## config.mk

```make
export PLATFORM = sky130hd
export DESIGN_NAME = top_k_sorted_insert_table_flat
export DESIGN_NICKNAME = d
export VERILOG_FILES = /design/src/sv/tkst_pkg.sv /design/src/sv/tkst_if.sv /design/src/sv/tkst_cell.sv /design/src/sv/top_k_sorted_insert_table.sv /design/src/flat_wrapper.sv
export SDC_FILE = /design/constraint.sdc
export NUM_CORES = 1
export LEC_CHECK = 0
export BUFFER_PORTS_ARGS = -buffer_cell sky130_fd_sc_hd__buf_2
export CAP_MARGIN = 30
export CORE_MARGIN = 2
export CORE_UTILIZATION = 45
export DETAILED_ROUTE_END_ITERATION = 12
export PLACE_DENSITY = 0.58
export SLEW_MARGIN = 10
export SYNTH_ARGS = -nofsm -noshare
export SYNTH_HDL_FRONTEND = slang
export SYNTH_SLANG_ARGS = --single-unit
export TNS_END_PERCENT = 100
```

## constraint.sdc

```tcl
create_clock -name clk -period 4.06 [get_ports clk]
set_clock_uncertainty 0.05 [all_clocks]
set_input_delay 0.812 -clock clk [delete_from_list [all_inputs] [get_ports clk]]
set_output_delay 0.812 -clock clk [all_outputs]
set_load 0.05 [all_outputs]
```

## src/sv/tkst_pkg.sv

```systemverilog
// Shared types, constants and control structures of the top-K sorted insert table.
`default_nettype none
package tkst_pkg;

	// Default table depth and the fixed field widths of the channels.
	localparam int DEPTH_K_DEF = 8;
	localparam int ScoreW      = 16;
	localparam int TagW        = 24;
	localparam int ByteW       = 8;
	localparam int SlotW       = 3;
	localparam int RankW       = 3;
	localparam int CountW      = 4;
	// Widest internal index or count, for a depth of up to 64.
	localparam int WideW       = 7;
	// Slots that read_slot can address.
	localparam int ReadSlots   = 1 << SlotW;

	// Tag of an empty entry: three dash characters.
	localparam logic [TagW-1:0] DASH_TAG = 24'h2D2D2D;

	// Action codes carried by an input beat.
	typedef enum logic [1:0] {
		ACT_RANK   = 2'd0,
		ACT_INSERT = 2'd1,
		ACT_READ   = 2'd2,
		ACT_CLEAR  = 2'd3
	} action_t;

	// One table entry.
	typedef struct packed {
		logic [ScoreW-1:0] score;
		logic [TagW-1:0]   tag;
		logic [ByteW-1:0]  level;
		logic [ByteW-1:0]  flags;
	} entry_t;

	localparam entry_t EMPTY_ENTRY = '{score: '0, tag: DASH_TAG, level: '0, flags: '0};

	// Control broadcast from the top level to every cell.
	typedef struct packed {
		logic   insert;
		logic   clear;
		entry_t ins;
	} ctrl_t;

endpackage
`default_nettype wire

```

## src/sv/tkst_if.sv

```systemverilog
// Handshake interfaces of the input and result channels.
`default_nettype none
interface tkst_in_if;
	logic                        valid;
	logic                        ready;
	logic [1:0]                  action;
	logic [tkst_pkg::ScoreW-1:0] score;
	logic [tkst_pkg::TagW-1:0]   tag;
	logic [tkst_pkg::ByteW-1:0]  level_reached;
	logic [tkst_pkg::ByteW-1:0]  entry_flags;
	logic [tkst_pkg::SlotW-1:0]  read_slot;

	modport source (output valid, action, score, tag, level_reached, entry_flags, read_slot,
		input ready);
	modport sink (input valid, action, score, tag, level_reached, entry_flags, read_slot,
		output ready);
endinterface

interface tkst_out_if;
	logic                        valid;
	logic                        ready;
	logic                        qualifies;
	logic [tkst_pkg::RankW-1:0]  rank;
	logic [tkst_pkg::CountW-1:0] fill_count;
	logic [tkst_pkg::ScoreW-1:0] out_score;
	logic [tkst_pkg::TagW-1:0]   out_tag;
	logic [tkst_pkg::ByteW-1:0]  out_level;
	logic [tkst_pkg::ByteW-1:0]  out_flags;

	modport source (output valid, qualifies, rank, fill_count, out_score, out_tag, out_level,
		out_flags, input ready);
	modport sink (input valid, qualifies, rank, fill_count, out_score, out_tag, out_level,
		out_flags, output ready);
endinterface
`default_nettype wire

```

## src/sv/tkst_cell.sv

```systemverilog
// One slot of the sorted table: compares the incoming score and shifts or loads on insert.
`default_nettype none
module tkst_cell (
	input  wire logic            clk,
	input  wire logic            arst_n,
	input  wire tkst_pkg::ctrl_t ctrl,
	input  wire tkst_pkg::entry_t prev_entry,
	input  wire logic            prev_gt,
	output tkst_pkg::entry_t     entry,
	output logic                 gt
);

	tkst_pkg::entry_t entry_q;

	// The new score beats this slot. Empty slots hold score zero, so any
	// non-zero score beats them, and a zero score beats nothing.
	assign gt    = ctrl.ins.score > entry_q.score;
	assign entry = entry_q;

	// A slot beaten by the new score takes its upper neighbour's entry when
	// that one is beaten too, and the new entry when it is the first beaten.
	always_ff @(posedge clk or negedge arst_n) begin
		if (!arst_n) begin
			entry_q <= tkst_pkg::EMPTY_ENTRY;
		end else if (ctrl.clear) begin
			entry_q <= tkst_pkg::EMPTY_ENTRY;
		end else if (ctrl.insert && gt) begin
			entry_q <= prev_gt ? prev_entry : ctrl.ins;
		end
	end

endmodule
`default_nettype wire

```

## src/sv/top_k_sorted_insert_table.sv

```systemverilog
// Top level of the top-K sorted insert table: cell row, fill count and result register.
//
//   channel   direction   handshake     carries
//   in_ch     sink        valid/ready   action, score, tag, level_reached, entry_flags, read_slot
//   out_ch    source      valid/ready   qualifies, rank, fill_count, out_score/tag/level/flags
//
// Every beat is ranked against all cells in the cycle it is accepted; one beat per cycle
// while the result is not stalled. The result appears in the output register on the following
// cycle. A new beat is taken while the held result is being taken, so only a stalled result
// holds back the input. Reset fills every slot with the empty entry and zeroes the count.
`default_nettype none
module top_k_sorted_insert_table #(
	parameter int DEPTH_K = tkst_pkg::DEPTH_K_DEF
) (
	input  wire logic clk,
	input  wire logic arst_n,
	tkst_in_if.sink   in_ch,
	tkst_out_if.source out_ch
);

	localparam int IdxW  = $clog2(DEPTH_K);
	localparam int FillW = $clog2(DEPTH_K + 1);
	localparam int ReadN = (DEPTH_K < tkst_pkg::ReadSlots) ? DEPTH_K : tkst_pkg::ReadSlots;

	tkst_pkg::action_t act;
	tkst_pkg::ctrl_t   ctrl;
	tkst_pkg::entry_t  cell_entry [DEPTH_K];
	tkst_pkg::entry_t  rd_entry;
	logic [DEPTH_K-1:0] gt;
	logic [DEPTH_K-1:0] first;
	logic [IdxW-1:0]   rank_idx;
	logic              qual;
	logic              accept;
	logic [FillW-1:0]  fill_q;
	logic [FillW-1:0]  fill_next;
	logic              out_valid_q;

	assign act    = tkst_pkg::action_t'(in_ch.action);
	assign accept = in_ch.valid && in_ch.ready;
	assign in_ch.ready = !out_valid_q || out_ch.ready;

	// Broadcast to the cells.
	always_comb begin
		ctrl.insert    = accept && (act == tkst_pkg::ACT_INSERT);
		ctrl.clear     = accept && (act == tkst_pkg::ACT_CLEAR);
		ctrl.ins.score = in_ch.score;
		ctrl.ins.tag   = in_ch.tag;
		ctrl.ins.level = in_ch.level_reached;
		ctrl.ins.flags = in_ch.entry_flags;
	end

	// The row of cells; each hands its entry and compare result to the next.
	for (genvar i = 0; i < DEPTH_K; i++) begin : g_cell
		if (i == 0) begin : g_head
			tkst_cell u_cell (
				.clk        (clk),
				.arst_n     (arst_n),
				.ctrl       (ctrl),
				.prev_entry (ctrl.ins),
				.prev_gt    (1'b0),
				.entry      (cell_entry[i]),
				.gt         (gt[i])
			);
		end else begin : g_body
			tkst_cell u_cell (
				.clk        (clk),
				.arst_n     (arst_n),
				.ctrl       (ctrl),
				.prev_entry (cell_entry[i-1]),
				.prev_gt    (gt[i-1]),
				.entry      (cell_entry[i]),
				.gt         (gt[i])
			);
		end
	end

	// The table is sorted, so the beaten slots form a tail of the row. The
	// rank is the first beaten slot, and the last slot is beaten whenever any is.
	assign first = gt & ~{gt[DEPTH_K-2:0], 1'b0};
	assign qual  = gt[DEPTH_K-1];

	always_comb begin
		rank_idx = '0;
		for (int i = 0; i < DEPTH_K; i++) begin
			if (first[i]) begin
				rank_idx = rank_idx | IdxW'(i);
			end
		end
	end

	// Read port over the slots that read_slot can reach.
	always_comb begin
		rd_entry = tkst_pkg::EMPTY_ENTRY;
		for (int i = 0; i < ReadN; i++) begin
			if (in_ch.read_slot == tkst_pkg::SlotW'(i)) begin
				rd_entry = cell_entry[i];
			end
		end
	end

	// Fill count after this beat.
	always_comb begin
		fill_next = fill_q;
		case (act)
			tkst_pkg::ACT_CLEAR: begin
				fill_next = '0;
			end
			tkst_pkg::ACT_INSERT: begin
				if (qual && (fill_q != FillW'(DEPTH_K))) begin
					fill_next = fill_q + FillW'(1);
				end
			end
			default: begin
				fill_next = fill_q;
			end
		endcase
	end

	always_ff @(posedge clk or negedge arst_n) begin
		if (!arst_n) begin
			fill_q <= '0;
		end else if (accept) begin
			fill_q <= fill_next;
		end
	end

	// Result register and its valid flag.
	always_ff @(posedge clk or negedge arst_n) begin
		if (!arst_n) begin
			out_valid_q <= 1'b0;
		end else if (accept) begin
			out_valid_q <= 1'b1;
		end else if (out_ch.ready) begin
			out_valid_q <= 1'b0;
		end
	end

	logic [tkst_pkg::WideW-1:0] rank_wide;
	logic [tkst_pkg::WideW-1:0] fill_wide;
	assign rank_wide = tkst_pkg::WideW'(rank_idx);
	assign fill_wide = tkst_pkg::WideW'(fill_next);

	logic                           qual_q;
	logic [tkst_pkg::RankW-1:0]     rank_q;
	logic [tkst_pkg::CountW-1:0]    fill_out_q;
	tkst_pkg::entry_t               rd_q;
	logic                           ranked;

	// Rank and qualifies only for query and insert; entry fields only for read.
	assign ranked = (act == tkst_pkg::ACT_RANK) || (act == tkst_pkg::ACT_INSERT);

	always_ff @(posedge clk) begin
		if (accept) begin
			qual_q     <= ranked && qual;
			rank_q     <= (ranked && qual) ? rank_wide[tkst_pkg::RankW-1:0] : '0;
			fill_out_q <= fill_wide[tkst_pkg::CountW-1:0];
			rd_q       <= (act == tkst_pkg::ACT_READ) ? rd_entry : '0;
		end
	end

	assign out_ch.valid      = out_valid_q;
	assign out_ch.qualifies  = qual_q;
	assign out_ch.rank       = rank_q;
	assign out_ch.fill_count = fill_out_q;
	assign out_ch.out_score  = rd_q.score;
	assign out_ch.out_tag    = rd_q.tag;
	assign out_ch.out_level  = rd_q.level;
	assign out_ch.out_flags  = rd_q.flags;

endmodule
`default_nettype wire

```

## src/flat_wrapper.sv

```systemverilog
// flat-port wrapper written by rule: the top's interface ports become plain ports
module top_k_sorted_insert_table_flat 
#(
	parameter int DEPTH_K = tkst_pkg::DEPTH_K_DEF
)
  (clk, arst_n, in_ch_valid, in_ch_action, in_ch_score, in_ch_tag, in_ch_level_reached, in_ch_entry_flags, in_ch_read_slot, in_ch_ready, out_ch_valid, out_ch_qualifies, out_ch_rank, out_ch_fill_count, out_ch_out_score, out_ch_out_tag, out_ch_out_level, out_ch_out_flags, out_ch_ready);
  tkst_in_if in_ch_i ();
  tkst_out_if out_ch_i ();
  input  wire logic clk;
  input  wire logic arst_n;
  input wire logic [$bits(in_ch_i.valid)-1:0] in_ch_valid;
  input wire logic [$bits(in_ch_i.action)-1:0] in_ch_action;
  input wire logic [$bits(in_ch_i.score)-1:0] in_ch_score;
  input wire logic [$bits(in_ch_i.tag)-1:0] in_ch_tag;
  input wire logic [$bits(in_ch_i.level_reached)-1:0] in_ch_level_reached;
  input wire logic [$bits(in_ch_i.entry_flags)-1:0] in_ch_entry_flags;
  input wire logic [$bits(in_ch_i.read_slot)-1:0] in_ch_read_slot;
  output wire logic [$bits(in_ch_i.ready)-1:0] in_ch_ready;
  output wire logic [$bits(out_ch_i.valid)-1:0] out_ch_valid;
  output wire logic [$bits(out_ch_i.qualifies)-1:0] out_ch_qualifies;
  output wire logic [$bits(out_ch_i.rank)-1:0] out_ch_rank;
  output wire logic [$bits(out_ch_i.fill_count)-1:0] out_ch_fill_count;
  output wire logic [$bits(out_ch_i.out_score)-1:0] out_ch_out_score;
  output wire logic [$bits(out_ch_i.out_tag)-1:0] out_ch_out_tag;
  output wire logic [$bits(out_ch_i.out_level)-1:0] out_ch_out_level;
  output wire logic [$bits(out_ch_i.out_flags)-1:0] out_ch_out_flags;
  input wire logic [$bits(out_ch_i.ready)-1:0] out_ch_ready;
  assign in_ch_i.valid = in_ch_valid;
  assign in_ch_i.action = in_ch_action;
  assign in_ch_i.score = in_ch_score;
  assign in_ch_i.tag = in_ch_tag;
  assign in_ch_i.level_reached = in_ch_level_reached;
  assign in_ch_i.entry_flags = in_ch_entry_flags;
  assign in_ch_i.read_slot = in_ch_read_slot;
  assign in_ch_ready = in_ch_i.ready;
  assign out_ch_valid = out_ch_i.valid;
  assign out_ch_qualifies = out_ch_i.qualifies;
  assign out_ch_rank = out_ch_i.rank;
  assign out_ch_fill_count = out_ch_i.fill_count;
  assign out_ch_out_score = out_ch_i.out_score;
  assign out_ch_out_tag = out_ch_i.out_tag;
  assign out_ch_out_level = out_ch_i.out_level;
  assign out_ch_out_flags = out_ch_i.out_flags;
  assign out_ch_i.ready = out_ch_ready;
  top_k_sorted_insert_table #(.DEPTH_K(DEPTH_K)) u_core (.clk(clk), .arst_n(arst_n), .in_ch(in_ch_i), .out_ch(out_ch_i));
endmodule
```

* Word-level counts from Yosys, hierarchy flattened
Index checks and enable logic that the tools add are counted.
** Operators by class
- Mux-type cells :: 42
- Reduce and logical (&&, ||, !) cells :: 27
- Add/subtract/negate cells :: 1
- Bitwise logic cells :: 2
- Eq/ne operators :: 11
- Magnitude comparators :: 8
** Operator list (count)
- 56-bit 2-to-1 mux :: 31
- 16-bit greater-than comparator :: 8
- 2-bit nonzero test :: 9
- 1-bit logical AND :: 13
- 3-bit equality test (second input constant) :: 4
- 3-bit 2-to-1 mux :: 4
- 8-bit AND :: 1
- 8-bit NOT :: 1
- 4-bit one-hot mux with 2 select lines :: 1
- 3-bit by 2-bit equality test with 1-bit output (second input constant) :: 2
- 4-bit by 1-bit adder with 4-bit output (second input constant) :: 1
- 2-bit equality test (second input constant) :: 2
- 2-bit 2-to-1 mux :: 2
- 4-bit 2-to-1 mux :: 1
- 4-bit != test (second input constant) :: 1
- 3-bit by 1-bit equality test with 1-bit output (second input constant) :: 1
- 3-bit zero test :: 1
- 1-bit 2-to-1 mux :: 3
- 2-bit by 1-bit equality test with 1-bit output (second input constant) :: 1
- 2-bit zero test :: 1
- 1-bit logical OR :: 2
- 1-bit zero test :: 1
** Storage, ports and cells
- Output and inout bits :: 66
- Flip-flop bits (word level) :: 517
- Input port bits :: 65

* Longest topological paths before layout
- Depth in word-level cells :: 10
- Depth in mapped cells :: 12
- Mapped depth without buffers :: 9

* Cells and area by module
From an unflattened synthesis, not the netlist that was laid out.
** Second synthesis, totals
- Cell total of the unflattened synthesis :: 3603
- Area, all modules :: 36543.8 sq um
** Modules (own cells, without submodules)
- tkst_cell (u_core.g_cell[0].g_head.u_cell ...) :: sequential area each 1416.4 sq um, cells each 365, area an instance 3756.1 sq um, instances 5
- tkst_cell (u_core.g_cell[5].g_body.u_cell ...) :: sequential area each 1416.4 sq um, cells each 363, area an instance 3747.3 sq um, instances 3
- top_k_sorted_insert_table :: sequential area each 2047.0 sq um, cells each 689, area an instance 6521.3 sq um, instances 1

* Least setup slack after synthesis
OpenSTA, ideal clock, no wires.
- Path type :: in2reg
- From :: in out_ch_ready
- To :: reg u_core.g_cell[7].g_body.u_cell.entry_q, in the netlist u_core.g_cell[7].g_body.u_cell.entry[45]
- Setup time :: 0.135 ns
- Data arrival time :: 3.747 ns
- Path slack :: 0.129 ns
- Path buffers :: 2
- Cell stages on the path :: 8
- Cells stage by stage :: nand2b_1 nand2_1 inv_1 nand3_1 clkbuf_1 buf_1 nand3_1 o21ai_0
** Between the ends
- Longest elaborated chain between the ends :: 5
- Elaborated cells on any way between the ends :: 7
- Those cells by class :: mux: 1; reduce/logical: 6
** Ends and longest elaborated chain
- from (decl) :: RTL line flat_wrapper.sv:27 : input wire logic [$bits(out_ch_i.ready)-1:0] out_ch_ready;
- 1-bit logical OR * :: RTL line top_k_sorted_insert_table.sv:40 : assign in_ch.ready = !out_valid_q || out_ch.ready;
- 1-bit logical AND * :: RTL line top_k_sorted_insert_table.sv:39 : assign accept = in_ch.valid && in_ch.ready;
- named net u_core.accept :: RTL line top_k_sorted_insert_table.sv:33 : logic accept;
- 1-bit logical AND :: RTL line top_k_sorted_insert_table.sv:44 : ctrl.insert = accept && (act == tkst_pkg::ACT_INSERT);
- 1-bit logical AND :: RTL line tkst_cell.sv:27 : end else if (ctrl.insert && gt) begin
- 2-bit nonzero test (no line)
- to (signal assigned) :: RTL line tkst_cell.sv:24 : entry_q <= tkst_pkg::EMPTY_ENTRY;
- to (signal assigned) :: RTL line tkst_cell.sv:26 : entry_q <= tkst_pkg::EMPTY_ENTRY;
- to (signal assigned) :: RTL line tkst_cell.sv:28 : entry_q <= prev_gt ? prev_entry : ctrl.ins;
- to (decl) :: RTL line tkst_cell.sv:13 : tkst_pkg::entry_t entry_q;
The timed path passes the listed nets; every way through them passes the cells marked *.
A chain may end at the register's enable or synchronous reset.

* Worst setup path after layout
- From :: in in_ch_score[15]
- To :: reg u_core.g_cell[7].g_body.u_cell.entry_q, in the netlist u_core.g_cell[7].g_body.u_cell.entry[28]
** Between the ends
- Longest elaborated chain between the ends :: 4
- Elaborated cells on any way between the ends :: 7
- Those cells by class :: order compare: 2; mux: 3; reduce/logical: 2
** Ends and longest elaborated chain
- from (decl) :: RTL line flat_wrapper.sv:13 : input wire logic [$bits(in_ch_i.score)-1:0] in_ch_score;
- 16-bit greater-than comparator :: RTL line tkst_cell.sv:17 : assign gt = ctrl.ins.score > entry_q.score;
- 56-bit 2-to-1 mux :: RTL line tkst_cell.sv:28
- 56-bit 2-to-1 mux :: RTL line tkst_cell.sv:27
- 56-bit 2-to-1 mux :: RTL line tkst_cell.sv:25 : end else if (ctrl.clear) begin
Parallel ways exist; a longest one is shown, timed or not. The select of a mux whose other input is x is not followed.

==> metrics.txt <==
status=completed; TNS Setup=0 ns; worst skew pair latency=0.64 ns; # port buffers=130; clock tree buffer depth=3; Reg2Reg Setup Slack=1.00 ns; clock transition at the registers of the reported paths=0.06 ns; final worst path period share=0.766; cell chain of the critical path=buf_2 > ha_1 > nand4_1 > or3_1 > a21oi_1 > o41a_2 > buf_4 > mux2i_1 > o21ai_0; CTS H-Tree Depth=2; die area=69600 um2; max_slew headroom=0.360; Seq pwr share=0.388; Post-synth EDFFs=64; Final setup viols=0; hold buffers post-CTS=0; TritonCTS clock tree=built; CTS Buf Count=58; initial antenna violation count=5; final estimated routing congestion in global placement=0.927; via count of the first global-routing pass=24900; worst slew pin tran=0.936 ns; Vias per Instance=6.06; dpl cell area=32300 um2; global-route wire length before repair=150 mm; First-pass DRT Iterations=5; sequential share of the synthesized area=0.440; # rows=95; Die Span Y=264 um; asr flop ratio synth=0.876; CTS sink count=517; largest net degree at the start of global routing=99; Die Span X=264 um; Non-Filler Cell Area, Final=34400 um2; worst hold-check path type=primary input to async pin; switching part of the total=0.352; LEAKAGE=14.9 nW; Total Routed Length=95.8 mm; Net Count, Synth=3373; share of post-route cells with drive strength above 1=0.159; Fill cells=6128; CP Launch Type=primary input; Netlist cell types=65; syn_area_per_cell=9.56 um2; CP peak stage delay=0.53 ns; # Post-CTS Setup Buffers=0; starting density of the core=0.453; net switching power=6.89 mW; fin nets=3380; Clock power frac=0.294; final core utilization=0.513; ANT nets after route=0; All-Layer GR Usage=0.274; power per cell area=569 nW/um2; Crit. End Element=flip-flop; CP required=4.50 ns; DR DRC count=0; routed vias=24900; CP max-delay cell=buf_4; wire per inst=23.3 um; DR iter-0 viols=2217; Worst Path Arrival=3.55 ns; RSZ-0062 raised after global routing=false; Final Hold Viols=0; minimum setup slack in the final design=0.950 ns; Setup WS pre-CTS=0.385 ns; Max-cap violations=0; Worst VDD drop=0.000394 V; post-layout min period=3.11 ns; count of pins over their slew limit=0; Post-Syn Area=30400 um2; CTS root buffer=clkbuf_16; Synth Register Bits=517; IO Pins=131; GRT overflow=0; P&R area growth vs syn=13.3%; worst-path fanout max=30; Yosys Warn Count=0; cell count after synthesis=3178; number of gates resized after CTS=0; core area=67000 um2; dpl hpwl=60.6 mm; Logic pwr share=0.318; CP Class=primary input to flip-flop; Synth Flop Type=dfrtp_1; f_max=322 MHz; Int Power=12.7 mW
==> Yosys cell counts (all sizes together), types with 2 or more instances <==
master,number,share of area
o211ai,17,0.0044
a21o,11,0.0027
inv,172,0.021
a22o,8,0.0023
a31oi,3,0.00062
mux4,42,0.031
a22oi,8,0.0020
and4,4,0.0012
a2111oi,40,0.012
o22ai,90,0.019
o21a,5,0.0012
nand2b,8,0.0016
a21boi,2,0.00049
and2,4,0.00082
a211o,5,0.0014
nor3,96,0.016
dfstp,96,0.083
ha,130,0.054
o21ai,371,0.061
nand3,277,0.046
edfxtp,64,0.063
mux2i,415,0.14
buf,108,0.018
and3,4,0.00082
a2bb2oi,2,0.00058
dfrtp,357,0.29
clkbuf,194,0.024
nor2b,22,0.0045
nand4,26,0.0056
a32o,2,0.00066
or2,3,0.00062
or3,5,0.0010
nor4,4,0.0013
nor2,115,0.014
o221ai,6,0.0017
a21oi,194,0.032
a211oi,17,0.0042
nand2,220,0.027
o31ai,20,0.0049
==> critical path: cells and delay by family <==
family / cells / cell delay [ns]
AOI/OAI and AO/OA: 3 / 0.64
adders and majority gates: 1 / 0.38
buffers and inverters: 2 / 0.77
muxes: 1 / 0.25
and+or+nand+nor: 2 / 0.62
==> path summary, 6_finish.rpt <==
| path | end | start | cells after the start |
|---|---|---|---|
| max | u_core.g_cell[7].g_body.u_cell.entry[28] | in_ch_score[15] | 9 |
| min | u_core.g_cell[1].g_body.u_cell.entry[49] | arst_n | 1 |
| max in group asynchronous | u_core.g_cell[4].g_body.u_cell.entry[23] | arst_n | 2 |
| min reg2reg | u_core.g_cell[7].g_body.u_cell.entry[2] | u_core.g_cell[7].g_body.u_cell.entry[2] | 2 |
| min in group clk | u_core.out_ch.valid | in_ch_valid | 2 |
| max reg2reg | u_core.g_cell[7].g_body.u_cell.entry[28] | u_core.g_cell[6].g_body.u_cell.entry[55] | 9 |
==> kinds of logic (layout without fill, tap and decap cells) <==
logic type / after synthesis / in the layout / share of synthesized area
adders and majority gates: 130 / 130 / 0.0535
DFF: 517 / 517 / 0.440
and+or+nand+nor: 790 / 790 / 0.121
buffers and inverters: 474 / 531 / 0.0631
other: 0 / 3 / 0
xor gates and xnor gates: 1 / 1 / 0.000288
AOI/OAI and AO/OA: 809 / 809 / 0.154
muxes: 457 / 457 / 0.168
==> flip-flops by register name, summed over array words and instances, names as in the netlist <==
register                           count
u_core.out_ch.out_score               16
u_core.fill_q                          4
u_core.out_ch.qualifies                1
u_core.g_cell.g_head.u_cell.entry     56
u_core.g_cell.g_body.u_cell.entry    392
u_core.out_ch.out_flags                8
u_core.out_ch.out_level                8
u_core.out_ch.rank                     3
u_core.out_ch.fill_count               4
u_core.out_ch.out_tag                 24
u_core.out_ch.valid                    1
==> cell usage in the layout, fill, tap and decap left out, types with 30 or more instances in the layout <==
cell         n
a2111oi_0   38
a21oi_1    189
buf_12      30
buf_2      126
buf_4       90
clkbuf_16   60
dfrtp_1    357
dfstp_2     96
edfxtp_1    64
ha_1       130
inv_1      170
mux2i_1    415
mux4_2      42
nand2_1    213
nand3_1    275
nor2_1     113
nor3_1      94
o21ai_0    359
o22ai_1     90
==> power by group through the flow <==
stage	combinational (mW)	sequential, mW	clock (mW)
finish	6.22	7.60	5.75
detailed placement	6.20	7.65	0
floorplan	4.33	7.49	0
global placement	6.01	7.59	0
global route	6.86	7.74	6.08
CTS	6.22	7.56	5.87
==> final cells by class <==
cell class              count  area [um2]  share of cell area
flip-flops and latches    517       13400               0.389
well taps                 873        1090              0.0317
clock buffers              79        1700              0.0495
repair buffers            249        1960              0.0570
clock inverters            31         379              0.0110
multi-input cells        2187       15200               0.443
diodes                      3        7.51            0.000218
inverters                 172         647              0.0188
==> per-layer routing <==
layer  part of all wire  vias to the layer above  track usage
li1                   -                    11500            -
met5            0.00021                        -            0
met1               0.45                    12400        0.383
met3              0.059                      151       0.0349
met4              0.032                        4       0.0998
met2               0.46                      808        0.438
==> per-stage QoR <==
stage	hold WS (ns)	cells	power (mW)
floorplan	0.419	3178	11.8
global placement	0.432	3997	13.6
detailed placement	0.443	3998	13.8
CTS	0.252	4108	19.7
global route	0.285	4109	20.7
finish	0.237	4111	19.6
Power figures use the tool's default switching activity.
